==> config.mk <==
export PLATFORM = sky130hd
export DESIGN_NAME = knn_front
export DESIGN_NICKNAME = d
export VERILOG_FILES = /design/src/knn_pkg.sv /design/src/knn_front.sv
export SDC_FILE = /design/constraint.sdc
export NUM_CORES = 1
export LEC_CHECK = 0
export ABC_AREA = 1
export BUFFER_PORTS_ARGS = -buffer_cell sky130_fd_sc_hd__buf_2
export CAP_MARGIN = 10
export CORE_MARGIN = 4
export CORE_UTILIZATION = 54
export CTS_BUF_LIST = sky130_fd_sc_hd__clkbuf_8
export CTS_CLUSTER_DIAMETER = 200
export DETAILED_ROUTE_END_ITERATION = 16
export PLACE_DENSITY = 0.81
export SYNTH_ARGS = -nofsm -noshare
export SYNTH_HDL_FRONTEND = slang
export SYNTH_SLANG_ARGS = --single-unit
==> constraint.sdc <==
create_clock -name clk -period 3.9 [get_ports clk]
set_input_delay 0 -clock clk [delete_from_list [all_inputs] [get_ports clk]]
set_output_delay 0 -clock clk [all_outputs]
set_load 0.01 [all_outputs]
==> src/knn_pkg.sv <==
package knn_pkg;

  localparam int COORD_BITS    = 16;
  localparam int DIST_W        = 39;
  localparam int IDX_W         = 16;
  localparam int KCFG_W        = 5;
  localparam int DCFG_W        = 7;
  localparam int CFG_W         = 7;
  localparam int CFG_IDX_W     = 1;
  localparam int DIM_MAX_DEF   = 64;
  localparam int K_MAX_DEF     = 16;
  localparam int TRAIN_MAX_DEF = 65536;
  localparam int QUEUE_DEPTH   = 2;

  localparam logic [DIST_W-1:0] DIST_ONES = '1;

  typedef enum logic [1:0] {
    ACT_CLEAR = 2'd0,
    ACT_QUERY = 2'd1,
    ACT_TRAIN = 2'd2,
    ACT_EMIT  = 2'd3
  } action_t;

  typedef enum logic [CFG_IDX_W-1:0] {
    REG_K_COUNT = 1'b0,
    REG_DIMS    = 1'b1
  } cfg_reg_t;

  typedef enum logic [2:0] {
    ST_IDLE,
    ST_DIFF,
    ST_MUL,
    ST_ACC,
    ST_INS,
    ST_EMIT
  } back_state_t;

  typedef struct packed {
    action_t                        action;
    logic signed [COORD_BITS-1:0]   coord_value;
  } knn_in_t;

  typedef struct packed {
    logic [IDX_W-1:0]  neighbor_index;
    logic [DIST_W-1:0] neighbor_distance;
    logic              last_result;
  } knn_out_t;

  typedef struct packed {
    logic              clear;
    logic              insert;
    logic [DIST_W-1:0] cand_dist;
    logic [IDX_W-1:0]  idx;
  } list_ctl_t;

  // Offset-binary form keeps the order of signed coordinates as unsigned values.
  function automatic logic [COORD_BITS-1:0] coord_bias(input logic [COORD_BITS-1:0] c);
    coord_bias = {~c[COORD_BITS-1], c[COORD_BITS-2:0]};
  endfunction

endpackage

==> src/knn_front.sv <==
module knn_front (
  input  logic             clk,
  input  logic             rst_n,
  input  logic             in_start,
  input  knn_pkg::knn_in_t in_data,
  output logic             busy,
  input  logic             pop,
  output logic             q_valid,
  output knn_pkg::knn_in_t q_item
);
  import knn_pkg::*;

  localparam int QPW = (QUEUE_DEPTH > 1) ? $clog2(QUEUE_DEPTH) : 1;
  localparam int QCW = $clog2(QUEUE_DEPTH + 1);

  knn_in_t          entry_r [QUEUE_DEPTH];
  logic [QPW-1:0]   head_r, head_nxt;
  logic [QPW-1:0]   tail_r, tail_nxt;
  logic [QCW-1:0]   cnt_r, cnt_nxt;
  logic             push;
  logic             do_pop;

  assign busy    = (cnt_r == QCW'(QUEUE_DEPTH));
  assign q_valid = (cnt_r != '0);
  assign q_item  = entry_r[head_r];
  assign push    = in_start && !busy;
  assign do_pop  = pop && q_valid;

  always_comb begin
    head_nxt = head_r;
    tail_nxt = tail_r;
    cnt_nxt  = cnt_r;
    if (push) begin
      tail_nxt = (tail_r == QPW'(QUEUE_DEPTH - 1)) ? '0 : tail_r + 1'b1;
    end
    if (do_pop) begin
      head_nxt = (head_r == QPW'(QUEUE_DEPTH - 1)) ? '0 : head_r + 1'b1;
    end
    if (push && !do_pop) begin
      cnt_nxt = cnt_r + 1'b1;
    end else if (do_pop && !push) begin
      cnt_nxt = cnt_r - 1'b1;
    end
  end

  always_ff @(posedge clk) begin
    if (!rst_n) begin
      head_r <= '0;
      tail_r <= '0;
      cnt_r  <= '0;
    end else begin
      head_r <= head_nxt;
      tail_r <= tail_nxt;
      cnt_r  <= cnt_nxt;
    end
  end

  always_ff @(posedge clk) begin
    if (push) begin
      entry_r[tail_r] <= in_data;
    end
  end

endmodule

==> reports/results.env <==
AVGROUTEDWIREPERCELL_MICRONS=14.4
CP.REQUIRED_NS=3.90
MOST-COMMON-LAYOUT-CELLS='sky130_fd_sc_hd__buf_2, sky130_fd_sc_hd__edfxtp_1, sky130_fd_sc_hd__dlygate4sd3_1'
IO_PINS=42
OUTCOME='completed'
SYNTH.DISTINCT_CELLS=16
REG2REG_TO='entry_r[0][15]'
CELL_COUNT_AFTER_SYNTHESIS=93
DETAILED_PLACE_HPWL_MICRONS=1790
POWER_PER_CELL_AREA_nW_PER_UM2=569
POST_CTS.REPAIR.SETUP_BUFFERS=0
FLOORPLAN.DIE.WIDTH_MICRONS=62.4
CLOCK-SKEW-FINAL_NS=0.00359
HTREEDEPTH=2
MAX_SLEW_HEADROOM=0.361
VIAS_PER_CELL=4.98
SYN-NUM-NETS=116
TIMING.REG2REG.SETUP_SLACK_NS=2.27
CTS_RESIZED=0
POST-ROUTE-MIN-PERIOD_NS=1.81
REPORT.FINAL.SETUP_VIOL=0
LAYOUT.CELLS.MOST_COMMON='sky130_fd_sc_hd__buf_2'
MIN-DELAY-START='in_start'
TIMING.SETUP.CRITICAL_PATH_CLASS='reg2out'
POSTCTSHOLDBUFS=19
FP.DIEH_MICRONS=62.4
MAXIMUM_IR_DROP_ON_THE_VDD_RAIL_V=0.000548
YOSYS_WARNINGS=0
FLOW.AREA_GROWTH_FROM_SYNTHESIS_PCT=30.7
DPL-INSTANCE-AREA_SQ_UM=1820
FLOORPLAN.DIE_AREA_SQ_UM=3890
FINAL_TOTAL_POWER_mW=1.19
CTS_ROOT_BUFFER='sky130_fd_sc_hd__clkbuf_8'
POWER.STATIC_LEAKAGE_nW=0.858
GRT.TOTAL_USAGE=0.158
WIRE_LENGTH_OF_THE_FIRST_GLOBAL_ROUTING_PASS_MICRONS=4570
SYNTH.YOSYS.SEQ_AREA_SHARE=0.739
SYNTH_AREA_LEADER_CELL='sky130_fd_sc_hd__edfxtp_1'
CRITPATHLAUNCHTYPE='register'
CRIT_END='q_item[4]'
WORST-R2R-CELL-COUNT=3
REG2REG_FROM='cnt_r[1]'
CLOCK_TREE_FROM_TRITONCTS='built'
TIMING.CRITICAL_PATH.TO_TYPE='output pin'
WORST_PIN_SLEW_NS=0.958
HOLDWS_NS=0.0990
YS.FLOP_TYPE='sky130_fd_sc_hd__edfxtp_1'
AVGSYNTHCELLAREA_SQ_UM=17.2
CLOCK_SINK_COUNT=41
LAYOUT.CELLS.NON_FILLER=190
POST_ROUTE_UTILIZATION=0.751
SETUP_WS_NS=2.09
DRIVE_GT1_FRAC=0.434
FINAL_DESIGN_AREA_NO_FILL_SQ_UM=2090
ACHIEVABLE-FREQUENCY_MHz=551
DRT_FIRST_PASS_ITERS=2
PORT_BUFFERS=41
DRT_FIRST_ITER_VIOLATIONS=21
FINALHOLDVIOLCOUNT=0
DESIGN.CORE.AREA_SQ_UM=2780
WORSTPATHARRIVAL_NS=1.81
POSTSYNTHREGISTERBITS=41
SLEW_VIOLATIONS=0
VIAS=946
BUFFER_LEVELS_ON_THE_LONGEST_CLOCK_PATH=2
YOSYSTOPAREACELLSHARE=0.677
SYN-CELL-AREA_SQ_UM=1600
INITIAL_ANTENNA_VIOLATION_COUNT=0
NUMBER_OF_PLACED_INSTANCES_WITH_TAPS_INCLUDED=163
GLOBAL_ROUTE.OVERFLOW_TOTAL=0
CORE.ROWCOUNT=19
CLK_PIN_SLEW_WORST_PATHS_NS=0.07
MIN_PATH_TYPE='in2reg'
GRT_PASS1_VIAS=1024
GRT_START_MAX_NET_PINS=19
DETAIL_ROUTE.DRC_VIOLATIONS=0
SETUP_TNS_NS=0
PATH_MAX_FANOUT=18
MAXCAPVIOLCOUNT=0
CLOCK_INSERTION_DELAY_WORST_SKEW_NS=0.29
PLACEMENT.SETUP.WORST_SLACK_NS=2.25
TIMING.FINAL.CRIT_SHARE=0.465
RSZ0062_AT_GRT='no'
ANTENNA-DIODE-COUNT=0
ROUTE.ANTENNA.REMAINING_NETS=0
START_UTIL=0.574
SYNTHARSTFLOPSHARE=0
FINISH.NET_COUNT=181
NETLIST_TOP_CELLS_AREA='sky130_fd_sc_hd__edfxtp_1, sky130_fd_sc_hd__mux2_4, sky130_fd_sc_hd__dfxtp_1'
CTS_BUFFERS=5
SYNTH-EDFF-COUNT=36
DRT_WL_TOTAL_MICRONS=2740
GP_ROUTABILITY_CONGESTION=0.672
[worst min path at each step]
stage,end,cells after the start
floorplan,entry_r[0][0],0
global placement,entry_r[0][2],1
detailed placement,entry_r[0][5],1
CTS,tail_r,4
global route,head_r,4
finish,tail_r,4
[synth_stat cells, types with 2 or more instances]
cell and number:
sky130_fd_sc_hd__dfxtp_1 5, sky130_fd_sc_hd__edfxtp_1 36, sky130_fd_sc_hd__inv_1 8, sky130_fd_sc_hd__mux2_2 8
sky130_fd_sc_hd__mux2_4 10, sky130_fd_sc_hd__nand2_1 7, sky130_fd_sc_hd__nor2_1 9, sky130_fd_sc_hd__o21ai_0 2
[routing by layer]
layer  routed length (microns)  vias up  track usage
met3                       193        5       0.0755
met2                      1410       30        0.273
met5                         0        -            0
met4                        57        0       0.0796
met1                      1070      446        0.154
li1                          -      465            -
[worst max-delay path, stage by stage (launching register included)]
cell and delay (ns):
sky130_fd_sc_hd__dfxtp_1 0.95, sky130_fd_sc_hd__mux2_2 0.43, sky130_fd_sc_hd__buf_2 0.14
[registers in the layout (all words and copies together), names as in the netlist, named ones only]
name / flops
tail_r: 1
cnt_r: 2
head_r: 1
entry_r: 36
[cells by family (layout without fill, tap and decap cells)]
group | after synthesis | in the layout | synth area share
compound gates | 5 | 5 | 0.0196
fa+ha+maj | 1 | 1 | 0.00783
buf+inv | 10 | 76 | 0.0384
flops | 41 | 41 | 0.739
mux | 18 | 18 | 0.150
simple gates | 18 | 18 | 0.0446
[cell type report]
cell class	instances	area [sq um]
inverter	8	30.0
clock inverter	3	13.8
multi-input combinational	42	360
clock buffer	5	68.8
fill	175	693
sequential	41	1180
timing repair buffer	60	395
tap	31	38.8
[report_power, final]
part           internal, mW  switching, mW
logic                 0.165          0.159
registers             0.558         0.0490
clock network         0.121          0.135
Note: power is estimated with default switching activity, not from simulation.
