### src/knn_pkg.sv
package knn_pkg;

  localparam int COORD_BITS    = 16;
  localparam int DIST_W        = 39;
  localparam int IDX_W         = 16;
  localparam int KCFG_W        = 5;
  localparam int DCFG_W        = 7;
  localparam int CFG_W         = 7;
  localparam int CFG_IDX_W     = 1;
  localparam int DIM_MAX_DEF   = 64;
  localparam int K_MAX_DEF     = 16;
  localparam int TRAIN_MAX_DEF = 65536;
  localparam int QUEUE_DEPTH   = 2;

  localparam logic [DIST_W-1:0] DIST_ONES = '1;

  typedef enum logic [1:0] {
    ACT_CLEAR = 2'd0,
    ACT_QUERY = 2'd1,
    ACT_TRAIN = 2'd2,
    ACT_EMIT  = 2'd3
  } action_t;

  typedef enum logic [CFG_IDX_W-1:0] {
    REG_K_COUNT = 1'b0,
    REG_DIMS    = 1'b1
  } cfg_reg_t;

  typedef enum logic [2:0] {
    ST_IDLE,
    ST_DIFF,
    ST_MUL,
    ST_ACC,
    ST_INS,
    ST_EMIT
  } back_state_t;

  typedef struct packed {
    action_t                        action;
    logic signed [COORD_BITS-1:0]   coord_value;
  } knn_in_t;

  typedef struct packed {
    logic [IDX_W-1:0]  neighbor_index;
    logic [DIST_W-1:0] neighbor_distance;
    logic              last_result;
  } knn_out_t;

  typedef struct packed {
    logic              clear;
    logic              insert;
    logic [DIST_W-1:0] cand_dist;
    logic [IDX_W-1:0]  idx;
  } list_ctl_t;

  // Offset-binary form keeps the order of signed coordinates as unsigned values.
  function automatic logic [COORD_BITS-1:0] coord_bias(input logic [COORD_BITS-1:0] c);
    coord_bias = {~c[COORD_BITS-1], c[COORD_BITS-2:0]};
  endfunction

endpackage

### src/knn_list.sv
module knn_list #(
  parameter int K_MAX = knn_pkg::K_MAX_DEF
) (
  input  logic                                       clk,
  input  logic                                       rst_n,
  input  knn_pkg::list_ctl_t                         ctl,
  input  logic [$clog2(K_MAX+1)-1:0]                 eff_k,
  input  logic [((K_MAX > 1) ? $clog2(K_MAX) : 1)-1:0] rd_rank,
  output logic [knn_pkg::DIST_W-1:0]                 rd_dist,
  output logic [knn_pkg::IDX_W-1:0]                  rd_idx
);
  import knn_pkg::*;

  localparam int KW = $clog2(K_MAX + 1);
  localparam int KI = (K_MAX > 1) ? $clog2(K_MAX) : 1;

  logic [DIST_W-1:0] best_d_r   [K_MAX];
  logic [DIST_W-1:0] best_d_nxt [K_MAX];
  logic [IDX_W-1:0]  best_i_r   [K_MAX];
  logic [IDX_W-1:0]  best_i_nxt [K_MAX];
  logic [K_MAX-1:0]  gt;
  logic [K_MAX-1:0]  in_k;
  logic [KI-1:0]     worst;
  logic              enter;

  assign rd_dist = best_d_r[rd_rank];
  assign rd_idx  = best_i_r[rd_rank];
  assign worst   = KI'(eff_k - 1'b1);
  assign enter   = gt[worst];

  // Entries at or below the new distance stay ahead; the rest slide down one slot.
  always_comb begin
    for (int i = 0; i < K_MAX; i++) begin
      gt[i]   = (best_d_r[i] > ctl.cand_dist);
      in_k[i] = (KW'(i) < eff_k);
    end
    for (int i = 0; i < K_MAX; i++) begin
      best_d_nxt[i] = best_d_r[i];
      best_i_nxt[i] = best_i_r[i];
      if (ctl.clear) begin
        best_d_nxt[i] = DIST_ONES;
        best_i_nxt[i] = '0;
      end else if (ctl.insert && enter && in_k[i] && gt[i]) begin
        if (i == 0) begin
          best_d_nxt[i] = ctl.cand_dist;
          best_i_nxt[i] = ctl.idx;
        end else if (!gt[(i == 0) ? 0 : i - 1]) begin
          best_d_nxt[i] = ctl.cand_dist;
          best_i_nxt[i] = ctl.idx;
        end else begin
          best_d_nxt[i] = best_d_r[(i == 0) ? 0 : i - 1];
          best_i_nxt[i] = best_i_r[(i == 0) ? 0 : i - 1];
        end
      end
    end
  end

  always_ff @(posedge clk) begin
    if (!rst_n) begin
      for (int i = 0; i < K_MAX; i++) begin
        best_d_r[i] <= DIST_ONES;
        best_i_r[i] <= '0;
      end
    end else begin
      for (int i = 0; i < K_MAX; i++) begin
        best_d_r[i] <= best_d_nxt[i];
        best_i_r[i] <= best_i_nxt[i];
      end
    end
  end

endmodule

### config.mk
export PLATFORM = sky130hd
export DESIGN_NAME = knn_list
export DESIGN_NICKNAME = d
export VERILOG_FILES = /design/src/knn_pkg.sv /design/src/knn_list.sv
export SDC_FILE = /design/constraint.sdc
export NUM_CORES = 2
export LEC_CHECK = 0
export BUFFER_PORTS_ARGS = -buffer_cell sky130_fd_sc_hd__buf_2
export CAP_MARGIN = 20
export CORE_MARGIN = 1.5
export CORE_UTILIZATION = 35
export CTS_CLUSTER_DIAMETER = 80
export DETAILED_ROUTE_END_ITERATION = 6
export PLACE_DENSITY = 0.53
export SYNTH_ARGS = -nofsm -noshare
export SYNTH_HDL_FRONTEND = slang
export SYNTH_SLANG_ARGS = --single-unit
### constraint.sdc
create_clock -name clk -period 4.65 [get_ports clk]
set_input_delay 0.93 -clock clk [delete_from_list [all_inputs] [get_ports clk]]
set_output_delay 0.93 -clock clk [all_outputs]
set_load 0.005 [all_outputs]
==> summary.md <==
| Metric | Value |
|---|---|
| Synthesized netlist cell count | 6434 |
| Mean instance size in the synthesized netlist | 9.48 sq um |
| Pin count of the biggest net entering global routing | 110 |
| Worst-skew pair later-pin latency | 0.80 ns |
| Routability cong. | 1.00 |
| Worst Max-Slew Pin Slew | 1.05 ns |
| Required time at the worst-slack endpoint | 5.25 ns |
| Slowest CP cell | sky130_fd_sc_hd__or4_4 |
| Setup slack after layout | 0.0261 ns |
| Count of yosys warnings during synthesis | 0 |
| Wire length of the first global-routing pass | 407000 microns |
| Ranking of synthesized cells by instance count | sky130_fd_sc_hd__dfxtp_1 (864), sky130_fd_sc_hd__a211oi_1 (807), sky130_fd_sc_hd__mux2i_1 (682) |
| Initial drt markers | 6954 |
| Max-capacitance violation count | 0 |
| Fin. Hold Viols | 0 |
| Final Setup Violations | 0 |
| Parity-gate share of the synthesized area counting xor and xnor cells | 0.000431 |
| Area growth from synthesis to layout | 22.7% |
| Final critical-path required period | 4.62 ns |
| Fraction of the mapped netlist area in compound gates | 0.246 |
| Clock-pin slew on the worst setup and hold paths | 0.06 ns |
| Die Span X | 421 microns |
| Simple-gate share of the synthesized area | 0.0721 |
| Number of vias after detailed routing | 59800 |
| Most Frequent Cell on Critical Path | sky130_fd_sc_hd__buf_4 |
| Largest buffer count on any clock path | 3 |
| Number of global-route vias before repair | 57400 |
| CP Launch Type | input port |
| Outcome | complete, no violations |
| TritonCTS clock tree | built |
| Library cell with the largest summed area after synthesis | sky130_fd_sc_hd__dfxtp_1 |
| Number of synthesized flops with an enable pin | 16 |
| CTS H-Tree Depth | 3 |
| Drt pass-1 iters | 7 |
| Total clock sinks | 880 |
| Sum Neg Setup Slack | 0 ns |
| Per-cell via count in the routed design | 6.44 |
| Core region area | 0.173 sq mm |
| RSZ-0062 raised after global routing | no |
| Power density over cell area | 331 mW/mm^2 |
| Maximum operating frequency | 0.216 GHz |
| Mux cell area share after synthesis | 0.213 |
| Initial core utilization | 0.352 |
| DP HPWL | 197000 microns |
| Final Max Slew Viols | 0 |
| Most instantiated flip-flop cell in the synthesis netlist | sky130_fd_sc_hd__dfxtp_1 |
| Combinational family with the most area after synthesis | compound AO/OA/AOI/OAI gates |
| Fraction of registers with async set or reset after synthesis | 0 |
| Top-count cell post-synth | sky130_fd_sc_hd__dfxtp_1 |
| Global-route usage over all layers | 0.309 |
| Post-Place Worst Slack | -1.27 ns |
| Total DRC errors in the routed layout | 0 |
| Arithmetic-cell share of the synthesized area counting full adders, half adders and majority gates | 0.128 |
| Vertical die dimension | 421 microns |
| Input/output buffers | 122 |
| Distinct cell type count of the synthesized netlist | 63 |
| Number of placed I/O pins | 123 |
| Fillcell total | 16800 |
| Headroom to the max-slew limit | 0.301 |
| Worst clock skew | 0.0652 ns |
| Final nets | 7546 |
| Top-area cell type share of the netlist area | 0.284 |
| Inserted Clock Buffers | 112 |
| Antenna Nets Post-Route | 0 |
| Synth top area cells | sky130_fd_sc_hd__dfxtp_1 (28%), sky130_fd_sc_hd__ha_1 (13%), sky130_fd_sc_hd__mux2i_1 (11%) |
| Post-synthesis sequential element count | 880 |
| Synthesized cell area | 0.0610 sq mm |
| Final wirelength | 280000 microns |
| Kind of capture point of the worst setup path | flip-flop |
| Worst min-delay path class | reg -> reg |
| Number of rows in the core area | 153 |
| Worst vdd rail ir drop | 0.000301 V |
| Lkg Pwr | 28.1 nW |
| Critical path type | in -> reg |
| Floorplan die area | 0.177 sq mm |
| Number of nets in the synthesized netlist | 7127 |
| Clock root buffer master | sky130_fd_sc_hd__clkbuf_16 |
| Initial antenna violation count | 13 |
| Fraction of final layout cells with drive strength greater than 1 | 0.217 |
| Routed len/inst | 30.1 microns |
| Overflow left after global routing | 0 |
| Fin crit share | 0.994 |
| Fraction of the yosys area taken by sequential cells | 0.291 |
| Crit path max fanout | 13 |
| Cells along the critical path | buf_2 -> inv_1 -> buf_4 -> ha_1 -> nand4_1 -> or4_4 -> and4bb_4 -> o31a_1 -> a2111oi_2 -> buf_4 -> a221o_1 -> a221o_1 -> o211a_4 -> buf_12 -> buf_4 -> nor3_4 -> buf_4 -> a31oi_1 |
| Worst endpoint data arrival time | 5.23 ns |
| CP max stage delay | 0.56 ns |
registers in the layout, indices dropped and copies added (netlist names):
name / cells
best_d_r: 624
best_i_r: 256
report_power, final:
group | switching [mW] | internal (mW) | total, mW | leakage (nW)
combinational | 4.61 | 2.69 | 7.30 | 19.0
sequential | 0.242 | 7.80 | 8.05 | 7.19
clock | 3.97 | 5.42 | 9.39 | 1.95
total | 8.82 | 15.9 | 24.7 | 28.1
worst paths after layout:
| check | endpoint | startpoint | cells after the start | slack (ns) |
|---|---|---|---|---|
| worst max-delay path | best_d_r[3][28] | ctl[46] | 18 | 0.03 |
| worst min-delay path | best_i_r[0][15] | best_i_r[0][15] | 2 | 0.48 |
| worst max register to register | best_d_r[3][28] | best_d_r[10][33] | 15 | 0.12 |
| worst min register to register | best_i_r[0][15] | best_i_r[0][15] | 2 | 0.48 |
layout by cell type, fill, tap and decap left out, drive strengths merged, types with 151 or more instances in the layout:
cell | Yosys | layout
a21oi | 607 | 607
dfxtp | 864 | 864
a211oi | 807 | 807
nand2 | 238 | 238
ha | 625 | 625
buf | 147 | 957
mux2i | 682 | 682
a31oi | 551 | 551
mux4 | 275 | 275
nor2 | 329 | 329
clkbuf | 507 | 151
cell families after synthesis:
family | count (synthesis)
mux | 957
xor+xnor | 3
buf+inv | 728
flops | 880
fa+ha+maj | 625
simple gates | 917
compound gates | 2324
metrics by stage:
stage	std cells	hold WS [ns]	total power, mW	util	instance area, sq um
5_1_grt	9281	0.503	25.4	0.432	74800
3_5_place_dp	9045	0.467	15.2	0.407	70500
6_report	9283	0.481	24.7	0.432	74800
3_3_place_gp	9044	0.465	15.1	0.407	70500
2_1_floorplan	6434	0.444	11.8	-	61000
4_1_cts	9266	0.480	24.6	0.430	74600
cell type report:
type	count	area [sq um]	share of cell area
timing repair buffer	959	9170	0.123
multi-input combinational	4826	40800	0.545
tap	2325	2910	0.0389
antenna	7	17.5	0.000234
inverter	74	285	0.00381
clock inverter	62	702	0.00938
clock buffer	150	3210	0.0428
sequential	880	17800	0.238
per-layer routing:
layer / wire length [microns] / track usage / up-vias
met3: 23500 / 0.0514 / 630
met1: 116000 / 0.409 / 29600
met4: 16600 / 0.165 / 4
li1: - / - / 26400
met5: 28 / 0 / -
met2: 124000 / 0.478 / 3143
repair_timing:
action | CTS | global route
gates cloned | 2 | 0
pin swaps | 6 | 8
endpoints found under the setup margin | 850 | 567
gates resized for setup | 20 | 18
hold buffers | 0 | 0
buffers inserted | 8 | 10
worst max-delay path: cells and delay by family:
family / cells / cell delay (ns)
adder cells (fa/ha/maj): 1 / 0.30
buffers and inverters: 7 / 1.15
AO/OA/AOI/OAI: 6 / 1.34
AND/OR/NAND/NOR: 4 / 1.47
Power figures use the tool's default switching activity.
