--- config.mk ---
export PLATFORM = sky130hd
export DESIGN_NAME = knn_back
export DESIGN_NICKNAME = d
export VERILOG_FILES = /design/src/knn_pkg.sv /design/src/knn_back.sv
export SDC_FILE = /design/constraint.sdc
export NUM_CORES = 2
export LEC_CHECK = 0
export ABC_AREA = 1
export ABC_CLOCK_PERIOD_IN_PS = 5400
export BUFFER_PORTS_ARGS = -buffer_cell sky130_fd_sc_hd__buf_2
export CELL_PAD_IN_SITES_DETAIL_PLACEMENT = 0
export CELL_PAD_IN_SITES_GLOBAL_PLACEMENT = 1
export CORE_AREA = 2 2 371 373
export DETAILED_ROUTE_END_ITERATION = 10
export DIE_AREA = 0 0 373 375
export GPL_TIMING_DRIVEN = 0
export PLACE_DENSITY_LB_ADDON = 0.1
export RECOVER_POWER = 50
export SYNTH_ARGS = -nofsm -noshare
export SYNTH_HDL_FRONTEND = slang
export SYNTH_SLANG_ARGS = --single-unit
export TNS_END_PERCENT = 5
--- constraint.sdc ---
create_clock -name clk -period 5.4 [get_ports clk]
set_input_delay 0.54 -clock clk [delete_from_list [all_inputs] [get_ports clk]]
set_output_delay 0.54 -clock clk [all_outputs]
set_load 0.02 [all_outputs]
--- src/knn_pkg.sv ---
package knn_pkg;

  localparam int COORD_BITS    = 16;
  localparam int DIST_W        = 39;
  localparam int IDX_W         = 16;
  localparam int KCFG_W        = 5;
  localparam int DCFG_W        = 7;
  localparam int CFG_W         = 7;
  localparam int CFG_IDX_W     = 1;
  localparam int DIM_MAX_DEF   = 64;
  localparam int K_MAX_DEF     = 16;
  localparam int TRAIN_MAX_DEF = 65536;
  localparam int QUEUE_DEPTH   = 2;

  localparam logic [DIST_W-1:0] DIST_ONES = '1;

  typedef enum logic [1:0] {
    ACT_CLEAR = 2'd0,
    ACT_QUERY = 2'd1,
    ACT_TRAIN = 2'd2,
    ACT_EMIT  = 2'd3
  } action_t;

  typedef enum logic [CFG_IDX_W-1:0] {
    REG_K_COUNT = 1'b0,
    REG_DIMS    = 1'b1
  } cfg_reg_t;

  typedef enum logic [2:0] {
    ST_IDLE,
    ST_DIFF,
    ST_MUL,
    ST_ACC,
    ST_INS,
    ST_EMIT
  } back_state_t;

  typedef struct packed {
    action_t                        action;
    logic signed [COORD_BITS-1:0]   coord_value;
  } knn_in_t;

  typedef struct packed {
    logic [IDX_W-1:0]  neighbor_index;
    logic [DIST_W-1:0] neighbor_distance;
    logic              last_result;
  } knn_out_t;

  typedef struct packed {
    logic              clear;
    logic              insert;
    logic [DIST_W-1:0] cand_dist;
    logic [IDX_W-1:0]  idx;
  } list_ctl_t;

  // Offset-binary form keeps the order of signed coordinates as unsigned values.
  function automatic logic [COORD_BITS-1:0] coord_bias(input logic [COORD_BITS-1:0] c);
    coord_bias = {~c[COORD_BITS-1], c[COORD_BITS-2:0]};
  endfunction

endpackage

--- src/knn_back.sv ---
module knn_back #(
  parameter int DIM_MAX   = knn_pkg::DIM_MAX_DEF,
  parameter int K_MAX     = knn_pkg::K_MAX_DEF,
  parameter int TRAIN_MAX = knn_pkg::TRAIN_MAX_DEF
) (
  input  logic                            clk,
  input  logic                            rst_n,
  input  logic                            q_valid,
  input  knn_pkg::knn_in_t                q_item,
  output logic                            pop,
  input  logic                            cfg_we,
  input  logic [knn_pkg::CFG_IDX_W-1:0]   cfg_index,
  input  logic [knn_pkg::CFG_W-1:0]       cfg_wdata,
  output knn_pkg::list_ctl_t              list_ctl,
  output logic [$clog2(K_MAX+1)-1:0]      eff_k,
  output logic [((K_MAX > 1) ? $clog2(K_MAX) : 1)-1:0] rd_rank,
  input  logic [knn_pkg::DIST_W-1:0]      rd_dist,
  input  logic [knn_pkg::IDX_W-1:0]       rd_idx,
  output logic                            out_strobe,
  output knn_pkg::knn_out_t               out_data
);
  import knn_pkg::*;

  localparam int KW = $clog2(K_MAX + 1);
  localparam int KI = (K_MAX > 1) ? $clog2(K_MAX) : 1;
  localparam int DW = $clog2(DIM_MAX + 1);
  localparam int AW = (DIM_MAX > 1) ? $clog2(DIM_MAX) : 1;
  localparam int TW = $clog2(TRAIN_MAX + 1);
  localparam int SQ_W = 2 * COORD_BITS;

  back_state_t           state_r, state_nxt;
  logic [KCFG_W-1:0]     k_count_r;
  logic [DCFG_W-1:0]     dims_r;
  logic [DW-1:0]         eff_dims;
  logic [DW-1:0]         fill_r, fill_nxt;
  logic [DW-1:0]         pos_r, pos_nxt;
  logic [DW-1:0]         pos_inc;
  logic [DIST_W-1:0]     acc_r, acc_nxt;
  logic [TW-1:0]         train_r, train_nxt;
  logic [KI-1:0]         rank_r, rank_nxt;
  logic                  out_strobe_r, out_strobe_nxt;
  knn_out_t              out_data_r, out_data_nxt;
  logic [COORD_BITS-1:0] coord_r, coord_nxt;
  logic [COORD_BITS-1:0] mag_r, mag_nxt;
  logic [SQ_W-1:0]       sq_r, sq_nxt;
  logic [DIST_W-1:0]     dist_r, dist_nxt;
  logic [DIST_W:0]       sum;
  logic [DIST_W-1:0]     sum_sat;
  logic                  last_rank;

  // Query coordinate memory, offset-binary.
  logic [COORD_BITS-1:0] qmem [DIM_MAX];
  logic [COORD_BITS-1:0] q_rd_r;
  logic                  qmem_we;
  logic [AW-1:0]         qmem_waddr;
  logic                  qmem_re;
  logic [AW-1:0]         qmem_raddr;

  assign out_strobe = out_strobe_r;
  assign out_data   = out_data_r;
  assign rd_rank    = rank_r;

  always_comb begin
    if (k_count_r == '0) begin
      eff_k = KW'(1);
    end else if (int'(k_count_r) > K_MAX) begin
      eff_k = KW'(K_MAX);
    end else begin
      eff_k = KW'(k_count_r);
    end
    if (dims_r == '0) begin
      eff_dims = DW'(1);
    end else if (int'(dims_r) > DIM_MAX) begin
      eff_dims = DW'(DIM_MAX);
    end else begin
      eff_dims = DW'(dims_r);
    end
  end

  assign pos_inc   = pos_r + 1'b1;
  assign sum       = {1'b0, acc_r} + (DIST_W+1)'(sq_r);
  assign sum_sat   = sum[DIST_W] ? DIST_ONES : sum[DIST_W-1:0];
  assign last_rank = ((KW'(rank_r) + KW'(1)) == eff_k);

  always_comb begin
    state_nxt      = state_r;
    fill_nxt       = fill_r;
    pos_nxt        = pos_r;
    acc_nxt        = acc_r;
    train_nxt      = train_r;
    rank_nxt       = rank_r;
    out_strobe_nxt = 1'b0;
    out_data_nxt   = out_data_r;
    coord_nxt      = coord_r;
    mag_nxt        = mag_r;
    sq_nxt         = sq_r;
    dist_nxt       = dist_r;
    pop            = 1'b0;
    qmem_we        = 1'b0;
    qmem_waddr     = fill_r[AW-1:0];
    qmem_re        = 1'b0;
    qmem_raddr     = pos_r[AW-1:0];
    list_ctl.clear     = 1'b0;
    list_ctl.insert    = 1'b0;
    list_ctl.cand_dist = dist_r;
    list_ctl.idx       = IDX_W'(train_r);

    unique case (state_r)
      ST_IDLE: begin
        if (q_valid) begin
          pop = 1'b1;
          unique case (q_item.action)
            ACT_CLEAR: begin
              fill_nxt       = '0;
              pos_nxt        = '0;
              acc_nxt        = '0;
              train_nxt      = '0;
              list_ctl.clear = 1'b1;
            end
            ACT_QUERY: begin
              // drop coordinates past the store depth
              if (fill_r < DW'(DIM_MAX)) begin
                qmem_we  = 1'b1;
                fill_nxt = fill_r + 1'b1;
              end
            end
            ACT_TRAIN: begin
              if (train_r < TW'(TRAIN_MAX)) begin
                qmem_re   = 1'b1;
                coord_nxt = coord_bias(q_item.coord_value);
                state_nxt = ST_DIFF;
              end
            end
            ACT_EMIT: begin
              rank_nxt  = '0;
              state_nxt = ST_EMIT;
            end
            default: begin
              state_nxt = ST_IDLE;
            end
          endcase
        end
      end
      ST_DIFF: begin
        mag_nxt   = (coord_r >= q_rd_r) ? (coord_r - q_rd_r) : (q_rd_r - coord_r);
        state_nxt = ST_MUL;
      end
      ST_MUL: begin
        sq_nxt    = mag_r * mag_r;
        state_nxt = ST_ACC;
      end
      ST_ACC: begin
        if (pos_inc >= eff_dims) begin
          dist_nxt  = sum_sat;
          acc_nxt   = '0;
          pos_nxt   = '0;
          state_nxt = ST_INS;
        end else begin
          acc_nxt   = sum_sat;
          pos_nxt   = pos_inc;
          state_nxt = ST_IDLE;
        end
      end
      ST_INS: begin
        list_ctl.insert = 1'b1;
        train_nxt       = train_r + 1'b1;
        state_nxt       = ST_IDLE;
      end
      ST_EMIT: begin
        out_strobe_nxt                 = 1'b1;
        out_data_nxt.neighbor_index    = rd_idx;
        out_data_nxt.neighbor_distance = rd_dist;
        out_data_nxt.last_result       = last_rank;
        if (last_rank) begin
          state_nxt = ST_IDLE;
        end else begin
          rank_nxt = rank_r + 1'b1;
        end
      end
      default: begin
        state_nxt = ST_IDLE;
      end
    endcase
  end

  always_ff @(posedge clk) begin
    if (!rst_n) begin
      state_r      <= ST_IDLE;
      fill_r       <= '0;
      pos_r        <= '0;
      acc_r        <= '0;
      train_r      <= '0;
      rank_r       <= '0;
      out_strobe_r <= 1'b0;
    end else begin
      state_r      <= state_nxt;
      fill_r       <= fill_nxt;
      pos_r        <= pos_nxt;
      acc_r        <= acc_nxt;
      train_r      <= train_nxt;
      rank_r       <= rank_nxt;
      out_strobe_r <= out_strobe_nxt;
    end
  end

  always_ff @(posedge clk) begin
    coord_r    <= coord_nxt;
    mag_r      <= mag_nxt;
    sq_r       <= sq_nxt;
    dist_r     <= dist_nxt;
    out_data_r <= out_data_nxt;
  end

  always_ff @(posedge clk) begin
    if (!rst_n) begin
      k_count_r <= KCFG_W'(1);
      dims_r    <= DCFG_W'(1);
    end else if (cfg_we) begin
      unique case (cfg_reg_t'(cfg_index))
        REG_K_COUNT: k_count_r <= cfg_wdata[KCFG_W-1:0];
        REG_DIMS:    dims_r    <= cfg_wdata[DCFG_W-1:0];
        default:     k_count_r <= k_count_r;
      endcase
    end
  end

  always_ff @(posedge clk) begin
    if (qmem_we) begin
      qmem[qmem_waddr] <= coord_bias(q_item.coord_value);
    end
  end

  always_ff @(posedge clk) begin
    if (qmem_re) begin
      q_rd_r <= qmem[qmem_raddr];
    end
  end

endmodule

==> Implementation_results.wiki <==
{| class="wikitable"
! Metric !! Value
|-
| Portion of total power attributed to combinational logic || 0.543
|-
| Proportion of synthesized flip-flops having asynchronous set or reset || 0
|-
| Synthesized instance count || ~5.5k
|-
| Standard-cell row count || 136
|-
| Cell area after technology mapping || 0.0620 sq mm
|-
| Worst Tran Pin Value || 4.12 ns
|-
| Buffers added on ports || around 210
|-
| Starting DRT DRC Count || 5058
|-
| Net switching component of the power || 19.3 mW
|-
| Worst slew margin relative to its limit || -1.75
|-
| Critical hold path startpoint || cfg_wdata[3]
|-
| Most frequent cells after synthesis || sky130_fd_sc_hd__edfxtp_1 (1198), sky130_fd_sc_hd__nor2_1 (742), sky130_fd_sc_hd__nand2_1 (633)
|-
| Aggregate global routing overflow || 0
|-
| Worst r2r src || mag_r[4]
|-
| Setup slack on the worst flop-to-flop path || -0.38 ns
|-
| Fill cell total of the finished layout || between 10k and 15k
|-
| Number of antenna violations at the first check in global routing || 3
|-
| Initial core utilization || 0.455
|-
| Worst IR drop on VDD || between 1.5 and 2 mV
|-
| Final #Nets || 6383
|-
| Max-capacitance violation count || 20
|-
| Setup Crit Path Kind || register to register
|-
| Final slew viol count || 1107
|-
| Wire length of the first global-routing pass || 310000 microns
|-
| CTS Sinks || roughly 1.3k
|-
| Routed Antenna Nets || 0
|-
| Switching share of total power || 0.409
|-
| Boundary Pins || 209
|-
| Clk pin slew, worst setup/hold paths || 0.06 ns
|-
| Sequential power share || 0.260
|-
| Die area || 0.140 sq mm
|-
| Top FF cell, synth || sky130_fd_sc_hd__edfxtp_1
|-
| Weighted congestion reported at the end of routability-driven placement || 0.977
|-
| Total power of the final layout || 47.2 mW
|-
| Total routing resource utilization after global routing || 0.309
|-
| Sequential cell area in the final layout || 0.0378 sq mm
|-
| CTS tree || done
|-
| Main area contributors after synthesis || sky130_fd_sc_hd__edfxtp_1 (58%), sky130_fd_sc_hd__fa_1 (5.3%), sky130_fd_sc_hd__o21ai_0 (4.7%)
|-
| Unrepaired setup endpoints after global routing || yes
|-
| Time the final worst path needs with I/O delays and setup || around 5.8 ns
|-
| DRC || 0
|-
| Result of the run || finished, violations left
|-
| Worst Setup EP || sq_r[29]
|-
| Footprint of the multi-input gates || 0.0215 sq mm
|-
| Crit path DAT || roughly 6.4 ns
|-
| Ratio of cells with drive above 1 in the final layout || 0.136
|-
| Detailed-routing iteration count for the pre-antenna-repair pass || 8
|-
| Largest clock skew in the final design || 0.0383 ns
|-
| Violated checks || max-capacitance violations, max-slew violations, negative setup slack
|-
| Hold crit path type || input port to register
|-
| Pin count of the biggest net entering global routing || 66
|-
| Synth top area share || 0.580
|-
| Number of flip-flops and latches in the synthesized netlist || 1288
|-
| Count of cell types in the netlist || 56
|-
| Per-cell routed wire length || between 20 and 30 microns
|-
| Max Fclk || 173 MHz
|-
| Vert. Die Dim || 375 microns
|-
| Htree depth || 4
|-
| Post-route setup slack || -0.384 ns
|-
| Die width || 373 microns
|-
| Ys Warns || 0
|-
| Required time at the worst-slack endpoint || 5.97 ns
|-
| Depth of the worst register-to-register path || 20
|-
| Area of the core || 0.136 sq mm
|-
| Clk network pwr share || 0.197
|-
| Static Leak || roughly 27 nW
|-
| Final-report setup violation count || 18
|-
| Detailed-route via count || 45.3k
|-
| Endpoint type of the worst setup path || register
|-
| Final Hold Violating Endpoints || 0
|-
| Number of enable-type register cells in the synthesized netlist || 1198
|-
| Worst-case setup slack after placement || -1.48 ns
|-
| Ratio of total power to cell area || 652 mW/mm^2
|-
| Most repeated cell in the gate-level netlist after synthesis || sky130_fd_sc_hd__edfxtp_1
|-
| Number of global-route vias before repair || 44.6k
|-
| Hpwl dp || 151000 microns
|-
| Critical register-to-register path endpoint || sq_r[29]
|-
| Net Count, Synth || a little under 6k
|-
| Buffer depth of the longest clock path || 3
|-
| Critical Path Source || mag_r[4]
|-
| Crit-path max FO || 10
|-
| Number of buffers created by CTS || 140
|-
| Vias per std cell || 5.77
|-
| Total Wirelength || 218000 microns
|-
| Part of the cycle the worst path needs || 1.07
|-
| Area added between synthesis and finish || 16.6%
|-
| Post-Syn Area per Cell || 11.4 sq um
|-
| CTS root buf || sky130_fd_sc_hd__clkbuf_16
|-
| Portion of the post-synthesis area used by sequential elements || 0.609
|-
| Worst-Skew Late Latency || 0.80 ns
|-
| Element type at the critical path start || register
|-
| Cell accounting for the most synthesized area || sky130_fd_sc_hd__edfxtp_1
|-
| Power Internal || 27.9 mW
|}
critical path: stages, from the launching register on:
cell and delay, ns:
sky130_fd_sc_hd__edfxtp_1 0.43, sky130_fd_sc_hd__clkbuf_8 0.17, sky130_fd_sc_hd__clkbuf_16 0.15, sky130_fd_sc_hd__nand2_1 0.08, sky130_fd_sc_hd__fa_1 0.58, sky130_fd_sc_hd__inv_1 0.08
sky130_fd_sc_hd__fa_2 0.57, sky130_fd_sc_hd__fa_1 0.45, sky130_fd_sc_hd__fa_2 0.49, sky130_fd_sc_hd__fa_1 0.49, sky130_fd_sc_hd__inv_1 0.06, sky130_fd_sc_hd__fa_2 0.59
sky130_fd_sc_hd__inv_2 0.06, sky130_fd_sc_hd__ha_4 0.28, sky130_fd_sc_hd__nand2_2 0.09, sky130_fd_sc_hd__nor3_4 0.18, sky130_fd_sc_hd__nand4_1 0.14, sky130_fd_sc_hd__nand3_2 0.13
sky130_fd_sc_hd__nand2_1 0.06, sky130_fd_sc_hd__o211ai_1 0.15, sky130_fd_sc_hd__xor2_2 0.34
power groups by stage:
stage | Combinational (mW) | Clock [mW] | Sequential, mW
2_1_floorplan | 14.3 | 0 | 12.4
5_1_grt | 28.3 | 9.73 | 12.3
6_report | 25.6 | 9.29 | 12.3
3_5_place_dp | 20.4 | 0 | 12.4
4_1_cts | 24.8 | 9.34 | 12.2
3_3_place_gp | 20.4 | 0 | 12.4
registers in the layout, indices dropped and copies added (netlist names), 16 cells and up:
signal	flops
qmem	1024
out_data	56
acc_r	39
dist_r	39
sq_r	31
train_r	17
coord_r	16
mag_r	16
q_rd_r	16
per-layer routing:
metal | global-route usage | share of wire
met1 | 0.386 | 0.39
met2 | 0.506 | 0.47
met3 | 0.0608 | 0.082
met4 | 0.170 | 0.061
met5 | 0 | 0
logic make-up after synthesis:
logic type / share of synthesized area
AOI/OAI and AO/OA: 0.115
xor gates and xnor gates: 0.0119
adders and majority gates: 0.0882
buffers and inverters: 0.0554
DFF: 0.609
muxes: 0.000161
and+or+nand+nor: 0.121
how the worst min path moves through the flow:
stage | end | slack, ns | depth (start not counted)
floorplan | sq_r[0] | 0.42 | 0
global placement | fill_r[6] | 0.45 | 2
detailed placement | fill_r[6] | 0.46 | 2
CTS | k_count_r[3] | 0.0005 | 3
global route | k_count_r[3] | 0.05 | 3
finish | k_count_r[3] | 0.04 | 3
through the flow:
step	utilization	hold WS [ns]	instances	cell area, sq um	setup TNS [ns]
floorplan	-	0.424	5455	62100	0
global placement	0.480	0.453	7457	65400	-18.53
detailed placement	0.489	0.456	7506	66700	-18.78
CTS	0.532	0.000509	7851	72500	-3.74
global route	0.531	0.0515	7855	72300	-6.99
finish	0.531	0.0408	7856	72400	-3.61
layout make-up:
cell class	count	area share
Clock buffer	188	0.0526
Sequential cell	1288	0.522
Antenna cell	1	0.0000346
Tap cell	1794	0.0310
Multi-Input combinational cell	3324	0.298
Clock inverter	56	0.00782
Inverter	551	0.0286
Timing Repair Buffer	372	0.0390
Buffer	282	0.0212
what timing repair did:
| item | CTS | global route |
|---|---|---|
| gates resized for setup | 122 | 32 |
| hold endpoints to repair | 59 | 0 |
| endpoints found under the setup margin | 22 | 21 |
| setup buffers | 53 | 3 |
| hold buffers | 58 | 0 |
| pin swaps | 47 | 18 |
cells in the final DEF (no fill, tap or decap), drive strengths merged, types with 2 or more instances in the layout:
master       netlist  layout
clkbuf           187     460
buf              105     324
o22ai            112     112
xor2              60      60
o21bai             8       8
or2                9       9
nor4               2       2
dlygate4sd3        0      58
nand2            690     690
nand3            214     214
ha               175     175
o211ai           120     120
fa               164     164
bufinv             0       4
o221ai           144     144
clkinv             5      52
nor2             754     754
a21oi            163     163
a21o               9       9
nand4             25      25
o2111ai            2       2
edfxtp          1198    1198
o41ai              2       2
xnor2             24      24
nor3              30      30
a31oi              5       5
inv              546     550
a211oi             2       2
o21ai            595     595
a21boi             5       5
dfxtp             90      90
o21a               5       5
Note: power is estimated with default switching activity, not from simulation.
